## src/slfe_pkg.sv

```systemverilog
package slfe_pkg;

	// Field widths fixed by the stream format
	localparam int BYTE_W       = 8;
	localparam int SIG_W        = 64;
	localparam int LEN_W        = 16;
	localparam int OFS_OUT_W    = 32;
	localparam int HDR_BYTES    = 14;
	localparam int SIG_BYTES    = 8;
	localparam int TAIL_BYTES   = HDR_BYTES - SIG_BYTES;
	localparam int BURST_CNT_W  = $clog2(HDR_BYTES + 1);
	localparam int BURST_IDX_W  = $clog2(HDR_BYTES);
	localparam int FILL_W       = $clog2(SIG_BYTES + 1);

	// Defaults for top-level parameters
	localparam int OFFSET_WIDTH_DEF = 32;
	localparam int QUEUE_DEPTH_DEF  = 4;

	// Reset value of the signature register ("RITE0003", first byte low)
	localparam logic [SIG_W-1:0] SIG_RESET = 64'h3330_3030_4554_4952;

	// Scanner modes
	typedef enum logic [1:0] {
		MODE_SCAN   = 2'd0,
		MODE_HEADER = 2'd1,
		MODE_BODY   = 2'd2
	} mode_t;

	// Input word
	typedef struct packed {
		logic [BYTE_W-1:0] data_byte;
		logic              end_of_stream;
	} in_word_t;

	// Output word
	typedef struct packed {
		logic [BYTE_W-1:0]    out_byte;
		logic [OFS_OUT_W-1:0] script_offset;
		logic                 last;
		logic                 truncated;
	} out_word_t;

	// One queued job: a burst of 1 to 14 bytes sharing one offset and end flags
	typedef struct packed {
		logic [HDR_BYTES-1:0][BYTE_W-1:0] bytes;
		logic [BURST_CNT_W-1:0]           count;
		logic                             last;
		logic                             truncated;
		logic [OFS_OUT_W-1:0]             offset;
	} job_t;

	// Queue status seen by both sides
	typedef struct packed {
		logic full;
		logic empty;
	} q_stat_t;

endpackage

```

## src/slfe_queue.sv

```systemverilog
module slfe_queue
	import slfe_pkg::*;
#(
	parameter int DEPTH = QUEUE_DEPTH_DEF
) (
	input  logic    clk,
	input  logic    arst_n,
	input  logic    push,
	input  job_t    push_job,
	input  logic    pop,
	output job_t    head,
	output q_stat_t stat
);

	localparam int PTR_W = (DEPTH > 1) ? $clog2(DEPTH) : 1;
	localparam int CNT_W = $clog2(DEPTH + 1);
	localparam logic [PTR_W-1:0] PTR_LAST = PTR_W'(DEPTH - 1);
	localparam logic [CNT_W-1:0] CNT_FULL = CNT_W'(DEPTH);

	job_t             mem_q [DEPTH];
	logic [PTR_W-1:0] wr_ptr_q;
	logic [PTR_W-1:0] rd_ptr_q;
	logic [CNT_W-1:0] count_q;

	assign head       = mem_q[rd_ptr_q];
	assign stat.full  = (count_q == CNT_FULL);
	assign stat.empty = (count_q == '0);

	// Store incoming jobs
	always_ff @(posedge clk) begin
		if (push) begin
			mem_q[wr_ptr_q] <= push_job;
		end
	end

	// Advance pointers and occupancy
	always_ff @(posedge clk or negedge arst_n) begin
		if (!arst_n) begin
			wr_ptr_q <= '0;
			rd_ptr_q <= '0;
			count_q  <= '0;
		end else begin
			if (push) begin
				wr_ptr_q <= (wr_ptr_q == PTR_LAST) ? '0 : wr_ptr_q + 1'b1;
			end
			if (pop) begin
				rd_ptr_q <= (rd_ptr_q == PTR_LAST) ? '0 : rd_ptr_q + 1'b1;
			end
			if (push && !pop) begin
				count_q <= count_q + 1'b1;
			end else if (pop && !push) begin
				count_q <= count_q - 1'b1;
			end
		end
	end

endmodule

```

## src/slfe_front.sv

```systemverilog
module slfe_front
	import slfe_pkg::*;
#(
	parameter int OFFSET_WIDTH = OFFSET_WIDTH_DEF
) (
	input  logic             clk,
	input  logic             arst_n,
	input  logic [SIG_W-1:0] signature,
	input  logic             in_valid,
	output logic             in_ready,
	input  in_word_t         in_data,
	input  q_stat_t          q_stat,
	output logic             push,
	output job_t             push_job
);

	localparam int OFS_KEEP = (OFFSET_WIDTH < OFS_OUT_W) ? OFFSET_WIDTH : OFS_OUT_W;
	localparam logic [LEN_W-1:0]       LEN_HDR   = LEN_W'(HDR_BYTES);
	localparam logic [LEN_W-1:0]       TAIL_LAST = LEN_W'(TAIL_BYTES - 1);
	localparam logic [FILL_W-1:0]      FILL_FULL = FILL_W'(SIG_BYTES);
	localparam logic [FILL_W-1:0]      FILL_HIT  = FILL_W'(SIG_BYTES - 1);
	localparam logic [BURST_CNT_W-1:0] CNT_HDR   = BURST_CNT_W'(HDR_BYTES);
	localparam logic [BURST_CNT_W-1:0] CNT_PART  = BURST_CNT_W'(SIG_BYTES + 1);
	localparam logic [BURST_CNT_W-1:0] CNT_SIG   = BURST_CNT_W'(SIG_BYTES);

	mode_t                   mode_q, mode_d;
	logic [SIG_W-1:0]        win_q, win_d;
	logic [FILL_W-1:0]       fill_q, fill_d;
	logic [LEN_W-1:0]        cnt_q, cnt_d;
	logic [BYTE_W-1:0]       hdr_q [TAIL_BYTES];
	logic [OFFSET_WIDTH-1:0] pos_q, pos_d;
	logic [OFFSET_WIDTH-1:0] start_q, start_d;

	logic              accept;
	logic [BYTE_W-1:0] b;
	logic              eos;
	logic [SIG_W-1:0]  win_shift;
	logic              hit;
	logic              hdr_done;
	logic [LEN_W-1:0]  len;
	logic              len_short;
	logic              body_end;

	assign in_ready  = !q_stat.full;
	assign accept    = in_valid && in_ready;
	assign b         = in_data.data_byte;
	assign eos       = in_data.end_of_stream;
	assign win_shift = {b, win_q[SIG_W-1:BYTE_W]};
	assign hit       = (fill_q >= FILL_HIT) && (win_shift == signature);
	assign hdr_done  = (cnt_q == TAIL_LAST);
	assign len       = {hdr_q[TAIL_BYTES-2], b};
	assign len_short = (len <= LEN_HDR);
	assign body_end  = (cnt_q <= LEN_W'(1));

	// Next mode
	always_comb begin
		mode_d = mode_q;
		unique case (mode_q)
			MODE_HEADER: begin
				if (hdr_done) begin
					if (len_short) mode_d = MODE_SCAN;
					else if (!eos) mode_d = MODE_BODY;
				end
			end
			MODE_BODY: begin
				if (body_end) mode_d = MODE_SCAN;
			end
			default: begin
				mode_d = hit ? MODE_HEADER : MODE_SCAN;
			end
		endcase
		if (eos) mode_d = MODE_SCAN;
	end

	// Datapath update and job build
	always_comb begin
		win_d   = win_q;
		fill_d  = fill_q;
		cnt_d   = cnt_q;
		start_d = start_q;
		pos_d   = eos ? '0 : pos_q + 1'b1;
		push    = 1'b0;

		for (int i = 0; i < SIG_BYTES; i++) begin
			push_job.bytes[i] = win_q[i*BYTE_W +: BYTE_W];
		end
		for (int i = 0; i < TAIL_BYTES; i++) begin
			push_job.bytes[SIG_BYTES+i] = (cnt_q == LEN_W'(i)) ? b : hdr_q[i];
		end
		push_job.count     = CNT_PART + BURST_CNT_W'(cnt_q[2:0]);
		push_job.last      = 1'b1;
		push_job.truncated = 1'b1;

		unique case (mode_q)
			MODE_HEADER: begin
				cnt_d = cnt_q + 1'b1;
				if (hdr_done) begin
					push_job.count = CNT_HDR;
					push           = accept;
					if (len_short) begin
						push_job.truncated = 1'b0;
						win_d  = '0;
						fill_d = '0;
						cnt_d  = '0;
					end else if (!eos) begin
						push_job.last      = 1'b0;
						push_job.truncated = 1'b0;
						cnt_d              = len - LEN_HDR;
					end
				end else begin
					push = accept && eos;
				end
			end
			MODE_BODY: begin
				push_job.bytes[0] = b;
				push_job.count    = BURST_CNT_W'(1);
				push              = accept;
				if (body_end) begin
					push_job.truncated = 1'b0;
					win_d  = '0;
					fill_d = '0;
					cnt_d  = '0;
				end else begin
					push_job.last      = eos;
					push_job.truncated = eos;
					cnt_d              = cnt_q - 1'b1;
				end
			end
			default: begin
				win_d = win_shift;
				if (fill_q < FILL_FULL) fill_d = fill_q + 1'b1;
				for (int i = 0; i < SIG_BYTES; i++) begin
					push_job.bytes[i] = win_shift[i*BYTE_W +: BYTE_W];
				end
				push_job.count = CNT_SIG;
				if (hit) begin
					start_d = pos_q - OFFSET_WIDTH'(SIG_BYTES - 1);
					cnt_d   = '0;
					push    = accept && eos;
				end
			end
		endcase

		push_job.offset = OFS_OUT_W'(start_d[OFS_KEEP-1:0]);

		// Drop scan state at the end of the stream
		if (eos) begin
			win_d  = '0;
			fill_d = '0;
			cnt_d  = '0;
		end
	end

	// Capture header tail bytes
	always_ff @(posedge clk) begin
		if (accept && mode_q == MODE_HEADER) begin
			for (int i = 0; i < TAIL_BYTES; i++) begin
				if (cnt_q == LEN_W'(i)) hdr_q[i] <= b;
			end
		end
	end

	// Hold scanner state between words
	always_ff @(posedge clk or negedge arst_n) begin
		if (!arst_n) begin
			mode_q  <= MODE_SCAN;
			win_q   <= '0;
			fill_q  <= '0;
			cnt_q   <= '0;
			pos_q   <= '0;
			start_q <= '0;
		end else if (accept) begin
			mode_q  <= mode_d;
			win_q   <= win_d;
			fill_q  <= fill_d;
			cnt_q   <= cnt_d;
			pos_q   <= pos_d;
			start_q <= start_d;
		end
	end

endmodule

```

## src/slfe_back.sv

```systemverilog
module slfe_back
	import slfe_pkg::*;
(
	input  logic      clk,
	input  logic      arst_n,
	input  q_stat_t   q_stat,
	input  job_t      head,
	output logic      pop,
	output logic      out_valid,
	input  logic      out_ready,
	output out_word_t out_data
);

	logic [BURST_IDX_W-1:0] idx_q;
	logic                   out_valid_q;
	out_word_t              out_data_q;
	logic                   advance;
	logic                   final_byte;

	assign advance    = !q_stat.empty && (!out_valid_q || out_ready);
	assign final_byte = (BURST_CNT_W'(idx_q) == head.count - 1'b1);
	assign pop        = advance && final_byte;
	assign out_valid  = out_valid_q;
	assign out_data   = out_data_q;

	// Load the output word from the head job
	always_ff @(posedge clk) begin
		if (advance) begin
			out_data_q.out_byte      <= head.bytes[idx_q];
			out_data_q.script_offset <= head.offset;
			out_data_q.last          <= head.last && final_byte;
			out_data_q.truncated     <= head.truncated && final_byte;
		end
	end

	// Step through the burst and track the output slot
	always_ff @(posedge clk or negedge arst_n) begin
		if (!arst_n) begin
			idx_q       <= '0;
			out_valid_q <= 1'b0;
		end else begin
			if (advance) begin
				idx_q       <= final_byte ? '0 : idx_q + 1'b1;
				out_valid_q <= 1'b1;
			end else if (out_ready) begin
				out_valid_q <= 1'b0;
			end
		end
	end

endmodule

```

## src/signature_length_frame_extractor.sv

```systemverilog
// Channel  Direction  Payload     Handshake
// in       input      in_word_t   in_valid / in_ready
// out      output     out_word_t  out_valid / out_ready
// cfg      input      signature   cfg_valid / cfg_ready (always ready)
//
// The scanner takes one input word per cycle; in_ready drops only while the job
// queue is full. Each header burst of 8 to 14 words drains through the output
// register at one word per cycle while out_ready is high; each body byte goes
// out as a one-word burst. Words pass the job queue, then the output register.
// arst_n clears all control state; the signature returns to "RITE0003".
// A stall on out_ready backs up the queue, then in_ready.
module signature_length_frame_extractor
	import slfe_pkg::*;
#(
	parameter int OFFSET_WIDTH = OFFSET_WIDTH_DEF,
	parameter int QUEUE_DEPTH  = QUEUE_DEPTH_DEF
) (
	input  logic             clk,
	input  logic             arst_n,
	input  logic             cfg_valid,
	output logic             cfg_ready,
	input  logic [SIG_W-1:0] cfg_data,
	input  logic             in_valid,
	output logic             in_ready,
	input  in_word_t         in_data,
	output logic             out_valid,
	input  logic             out_ready,
	output out_word_t        out_data
);

	logic [SIG_W-1:0] signature_q;
	q_stat_t          q_stat;
	logic             push;
	logic             pop;
	job_t             push_job;
	job_t             head;

	assign cfg_ready = 1'b1;

	// Hold the signature register
	always_ff @(posedge clk or negedge arst_n) begin
		if (!arst_n) begin
			signature_q <= SIG_RESET;
		end else if (cfg_valid && cfg_ready) begin
			signature_q <= cfg_data;
		end
	end

	slfe_front #(
		.OFFSET_WIDTH(OFFSET_WIDTH)
	) u_front (
		.clk      (clk),
		.arst_n   (arst_n),
		.signature(signature_q),
		.in_valid (in_valid),
		.in_ready (in_ready),
		.in_data  (in_data),
		.q_stat   (q_stat),
		.push     (push),
		.push_job (push_job)
	);

	slfe_queue #(
		.DEPTH(QUEUE_DEPTH)
	) u_queue (
		.clk     (clk),
		.arst_n  (arst_n),
		.push    (push),
		.push_job(push_job),
		.pop     (pop),
		.head    (head),
		.stat    (q_stat)
	);

	slfe_back u_back (
		.clk      (clk),
		.arst_n   (arst_n),
		.q_stat   (q_stat),
		.head     (head),
		.pop      (pop),
		.out_valid(out_valid),
		.out_ready(out_ready),
		.out_data (out_data)
	);

	// Never push into a full queue
	a_no_overflow: assert property (@(posedge clk) disable iff (!arst_n)
		push |-> !q_stat.full)
		else $error("job pushed into full queue");

	// Never pop an empty queue
	a_no_underflow: assert property (@(posedge clk) disable iff (!arst_n)
		pop |-> !q_stat.empty)
		else $error("job popped from empty queue");

	// Truncation is flagged only on a script's final word
	a_trunc_last: assert property (@(posedge clk) disable iff (!arst_n)
		(out_valid && out_data.truncated) |-> out_data.last)
		else $error("truncated word without last");

	// A completed burst frees a slot that input may take next cycle
	a_pop_frees: assert property (@(posedge clk) disable iff (!arst_n)
		(pop && !push) |=> !q_stat.full)
		else $error("queue still full after pop");

endmodule

```

## config.mk

```make
export PLATFORM = sky130hd
export DESIGN_NAME = signature_length_frame_extractor
export DESIGN_NICKNAME = d
export VERILOG_FILES = /design/src/slfe_pkg.sv /design/src/slfe_queue.sv /design/src/slfe_front.sv /design/src/slfe_back.sv /design/src/signature_length_frame_extractor.sv
export SDC_FILE = /design/constraint.sdc
export NUM_CORES = 1
export LEC_CHECK = 0
export BUFFER_PORTS_ARGS = -buffer_cell sky130_fd_sc_hd__buf_2
export CORE_ASPECT_RATIO = 1.25
export CORE_MARGIN = 5
export CORE_UTILIZATION = 40
export DETAILED_ROUTE_END_ITERATION = 12
export PLACE_DENSITY = 0.59
export SYNTH_ARGS = -nofsm -noshare
export SYNTH_HDL_FRONTEND = slang
export SYNTH_SLANG_ARGS = --single-unit
export TNS_END_PERCENT = 100
```

## constraint.sdc

```tcl
create_clock -name clk -period 5.85 [get_ports clk]
set_input_delay 1.17 -clock clk [delete_from_list [all_inputs] [get_ports clk]]
set_output_delay 1.17 -clock clk [all_outputs]
set_load 0.005 [all_outputs]
```

== Word-level counts from Yosys, hierarchy flattened ==
Memories as Yosys holds them, arrays and structs flattened.
Index checks and enable logic that the tools add are counted.
Word-level totals
  memories: 2
  register bits: 268
  output and inout bits: 45
  RAM bits: 648
Cells by class
  multiplexer cells: 89
  $lt $le $gt $ge: 5
  reductions and logical operators: 32
  $add $sub $neg: 13
  equality and inequality tests: 15
Memory list
  u_queue.mem_q: words 4, width 150, read ports 1, clocked after Yosys merged registers in 0, wr ports 1, RTL line slfe_queue.sv:20  | job_t mem_q [DEPTH];
  u_front.hdr_q: words 6, width 8, read ports 6, clocked after Yosys merged registers in 0, wr ports 1, RTL line slfe_front.sv:30  | logic [BYTE_W-1:0] hdr_q [TAIL_BYTES];
Operators by type and width (count)
  2-to-1 mux 64 bit: 4
  case mux 64 bit (2 select lines): 1
  2-to-1 mux 32 bit: 3
  2-to-1 mux 8 bit: 12
  2-to-1 mux 16 bit: 5
  equality test 64 bit: 1
  2-to-1 mux 56 bit: 1
  OR reduction 8 bit: 5
  2-to-1 mux 1 bit: 34
  adder 32 x 1 -> 32 bit (second input constant): 1
  binary-select mux 8 bit (select 4 bit): 1
  equality test 16 x 2 -> 1 bit (second input constant): 2
  equality test 16 x 3 -> 1 bit (second input constant): 2
  case mux 16 bit (2 select lines): 1
  subtractor 32 x 3 -> 32 bit (second input constant): 1
  2-to-1 mux 4 bit: 6
  2-to-1 mux 3 bit: 7
  adder 16 x 1 -> 16 bit (second input constant): 1
  equality test 16 x 1 -> 1 bit (second input constant): 1
  less-or-equal comparator 16 x 1 -> 1 bit (second input constant): 1
  less-or-equal comparator 16 x 4 -> 1 bit (second input constant): 1
  zero test 16 bit: 1
  case mux 4 bit (2 select lines): 2
  case mux 8 bit (2 select lines): 1
  31 further kinds: 59

== Depth between registers and ports, before layout ==
  depth in word-level cells: 12
  mapped depth: 14
  depth with buffers taken out: 13

== Cells and area by module ==
A second synthesis with hierarchy kept.
Second synthesis, totals
  cell total of the unflattened synthesis: 2428
  area total of the unflattened synthesis: 39857.0 um^2
By module, submodules not included
  slfe_queue: cells each 821, seq. area each 18192.4 um^2, area an instance 22036.1 um^2, times used 1
  slfe_front: cells each 1296, seq. area each 5195.0 um^2, area an instance 12497.0 um^2, times used 1
  signature_length_frame_extractor: cells each 137, seq. area each 1629.1 um^2, area an instance 2717.6 um^2, times used 1
  slfe_back: cells each 174, seq. area each 1386.3 um^2, area an instance 2606.2 um^2, times used 1

== Worst setup path after synthesis ==
OpenSTA, ideal clock, no wires.
  path type: input to register
  start: input port in_data[1] (netlist bit)
  end: memory u_queue.mem_q[0][0] (netlist bit) (enable)
  slack: -604 ps
  required time: 5322 ps
  library setup time: 528 ps
  path buffers: 0
  arrival: 5926 ps
  stages: 7
  cell sequence: xor2_1 nor4_1 nand4_1 nor4_1 and2_1 a31o_2 and2_1
On the way
  longest elaborated chain between the ends: 6
RTL lines
  start, declared: RTL line signature_length_frame_extractor.sv:25  | input in_word_t in_data,
  equality test 64 bit: RTL line slfe_front.sv:49  | assign hit = (fill_q >= FILL_HIT) && (win_shift == signature);
  logical AND 1 bit: RTL line slfe_front.sv:49
  2-to-1 mux 1 bit: RTL line slfe_front.sv:136  | if (hit) begin
  case mux 1 bit (2 select lines): RTL line slfe_front.sv:94  | unique case (mode_q)
  via push: RTL line signature_length_frame_extractor.sv:33  | logic push;
  2-to-1 mux 1 bit: RTL line slfe_queue.sv:31  | if (push) begin
  2-to-1 mux 1 bit (implied by the code): RTL line slfe_queue.sv:32  | mem_q[wr_ptr_q] <= push_job;
  end, declared: RTL line slfe_queue.sv:20
The timed path passes the listed nets, and every way through them passes these cells.

== Worst setup path in the final report ==
  start: input port in_data[2] (netlist bit)
  end: memory u_queue.mem_q[3][130] (netlist bit) (enable)
The elaborated chain is that of the path after synthesis.

==> results.md <==
* Status: finished clean
* Data required time of the critical path at 6.19 ns
* GRT Total Usage at 18.30%
* Largest net degree at the start of global routing at ~130
* Maximum clock path buffer count at 3
* Cts repair resizes at 0
* Post-cts hold buffer count at 0
* Post-synth top area share at ~53%
* Global route overflow at 0
* Remaining DRCs at 0
* Clock root cell: clkbuf_16
* Worst hold start: u_front.start_q[0]
* Number of synthesized flops with an enable pin at 690
* Ys flop type: edfxtp_1
* Setup CP Type: in -> reg
* Clock sinks at 916
* Final WL at 94900 µm
* Crit path launch: in_data[2]
* Initial antenna violation count at 1
* Area grow syn2layout at 14.05%
* Most common library cell in the layout ignoring fill and taps: edfxtp_1
* Final nets at ~2700
* Die width at about 290 µm
* Core area at between 90000 and 100000 µm²
* Final setup viols at 0
* Post-synth top area cell: edfxtp_1
* Global-route wire length before repair at around 140000 µm
* Fin crit period at ~4.1 ns
* RSZ-0062 raised after global routing: no
* Post-route clock period utilization at 70.37%
* Share of layout cells above drive strength 1 at approximately 29%
* Nature of the critical path endpoint: flip-flop
* Ports at around 120
* Synthesized area per cell at ~16 µm²
* CTS tree: done
* Seq/Total Area, Yosys at roughly two thirds
* Critical path fanouts, max at 37
* Slew Viols, Final at 0
* DIE AREA at a little over 100000 µm²
* Antenna Nets Post-Route at 0
* Max_slew headroom at about 15%
* Vias at about 22000
* Final weighted congestion in routability-driven placement at 0.8734
* Final instance area at approximately 44000 µm²
* Buffers added on ports at between 100 and 150
* Worst Skew at ~0.035 ns
* Area contributors post-synth: edfxtp_1, dfrtp_1, mux4_2, mux2_2, nand2_1
* Setup TNS at 0 ns
* Die height at 359.2 µm
* Vias per inst at roughly 5.5
* # Post-CTS Setup Buffers at 0
* Routed length per instance at 24.09 µm
* Vias in the first global route at 22662
* Iter 0 DRT Violations at 1600
* H-tree depth at 3
* Yosys reg bits at 916
* Final HPWL DP at roughly 60000 µm
* Hold Path Class: reg -> reg
* Async SR Flop Fraction at between 20% and 30%
* Synth Instances at approximately 2400
* RR Startpoint: u_front.cnt_q[5]
* Critical Path Start Type: primary input
* Fillers at around 8400
* Final hold viol count at 0
* Max Clk Rate at 0.2429 GHz
* Pre-Repair DR Iteration Count at 8
* Reg clk slew, reported paths at 0.06 ns
* Ys Warns at 0
* Commonest cells after routing, fill and taps aside: edfxtp_1, nand2_1, mux2_2, dfrtp_1, mux4_2
* Syn Nets at 2538
* Num CTS Buffers at a little over 90
* Area after DPL at slightly above 40000 µm²
* Synth Cell Area at 39010 µm²
* Total power at ~14 mW
* Crit path DAT at roughly 4.5 ns
* Leak at around 15 nW
* Worst-Margin Slew at roughly 1.3 ns
* Worst vdd ir at ~0.00022 V
* Number of diodes at 0
* Clock latency on the worst-skew pair at slightly below 0.7 ns
* Pwr Density at 311.1 nW/µm²
* Maxcap violations at 0
* Synth cell types at 62
* Initial Utilization at between 40% and 50%
* Row count at roughly 130
-- logic make-up (layout without fill, tap and decap cells) --
family / Yosys count / count (layout) / synth area share [%]
DFF: 916 / 916 / 67.68
AOI/OAI and AO/OA: 258 / 258 / 3.826
muxes: 417 / 417 / 16.88
other: 1 / 1 / 0.009613
and+or+nand+nor: 526 / 526 / 6.312
xor gates and xnor gates: 129 / 129 / 2.896
buffers and inverters: 175 / 374 / 1.767
adders and majority gates: 19 / 19 / 0.6287
-- registers in the layout (all words and copies together), names as in the netlist, 3 cells and up --
register and cells:
signature_q 64, u_front.pos_q 32, u_front.start_q 32, u_queue.count_q 3
u_queue.mem_q 600, u_front.fill_q 4, u_front.cnt_q 16, u_front.hdr_q 48
u_back.out_data 42, u_back.idx_q 4, u_front.win_q 64
-- cell type report --
type,count,area (µm²),share of cell area (%)
clock buffers,121,2577,5.794
clock inverters,54,665.6,1.496
inverters,32,120.1,0.2700
multi-input cells,1350,11960,26.89
flip-flops and latches,916,26410,59.37
well taps,1300,1627,3.656
repair buffers,167,1124,2.526
-- worst paths after layout --
kind                                    endpoint  slack (ns)  cells past startpoint
max                        u_queue.mem_q[3][130]        1.73                     10
min                           u_front.start_q[0]        0.49                      2
max reg2reg                u_queue.mem_q[3][130]        1.97                      8
min reg2reg                   u_front.start_q[0]        0.49                      2
max in group asynchronous       u_front.cnt_q[6]        4.16                      2
min in group asynchronous        signature_q[34]        0.50                      1
-- worst max-delay path, stage by stage --
cell and delay, ns:
buf_2 0.45, xor2_1 0.17, nor4_1 0.31, nand2_1 0.10, nor4_1 0.54, buf_4 0.23, and2_1 0.15, a31o_2 0.28
and2_4 0.70, buf_12 0.31
-- through the flow --
stage | utilization (%) | setup WS [ns] | hold slack, ns | cells
after detailed placement | 42.43 | 1.043 | 0.4765 | 3765
final | 45.76 | 1.733 | 0.4904 | 3940
after global placement | 42.43 | 0.9797 | 0.4619 | 3765
after floorplan | - | 1.078 | 0.4497 | 2441
after global routing | 45.76 | 1.583 | 0.5134 | 3940
after CTS | 45.76 | 1.724 | 0.4916 | 3940
-- layer usage --
layer / track usage, % / vias to the layer above / share of wire [%]
met1: 23.92 / 11141 / 41
met2: 31.43 / 632 / 51
met4: 6.497 / 2 / 3.3
met5: 0 / - / 0.019
li1: - / 9604 / -
met3: 2.397 / 158 / 4.7
-- power by group --
part	switching (mW)	total [mW]	internal (mW)
Sequential	0.0952	7.13	7.03
Clock	2.55	6.22	3.67
Combinational	0.303	0.492	0.189
-- cell usage after synthesis, types with 3 or more instances --
cell / number
a211o_1: 3
a21o_1: 6
a21oi_1: 44
a22oi_1: 15
a31o_2: 3
a31oi_1: 3
and2_1: 10
and3_1: 9
and4_1: 5
buf_1: 7
buf_2: 17
buf_4: 3
clkbuf_1: 116
dfrtp_1: 204
dfstp_2: 22
edfxtp_1: 690
ha_1: 18
inv_1: 32
mux2_2: 226
mux2i_1: 21
mux4_2: 170
nand2_1: 248
nand2b_1: 8
nand3_1: 33
nand3b_1: 5
nand4_1: 21
nand4b_1: 5
nor2_1: 77
nor2b_1: 7
nor3_1: 33
nor4_1: 29
o21ai_0: 117
o21ai_1: 19
o22ai_1: 15
o31ai_1: 13
or2_2: 4
or3_1: 20
or4_1: 6
xnor2_1: 54
xor2_1: 75
Note: power is estimated with default switching activity, not from simulation.
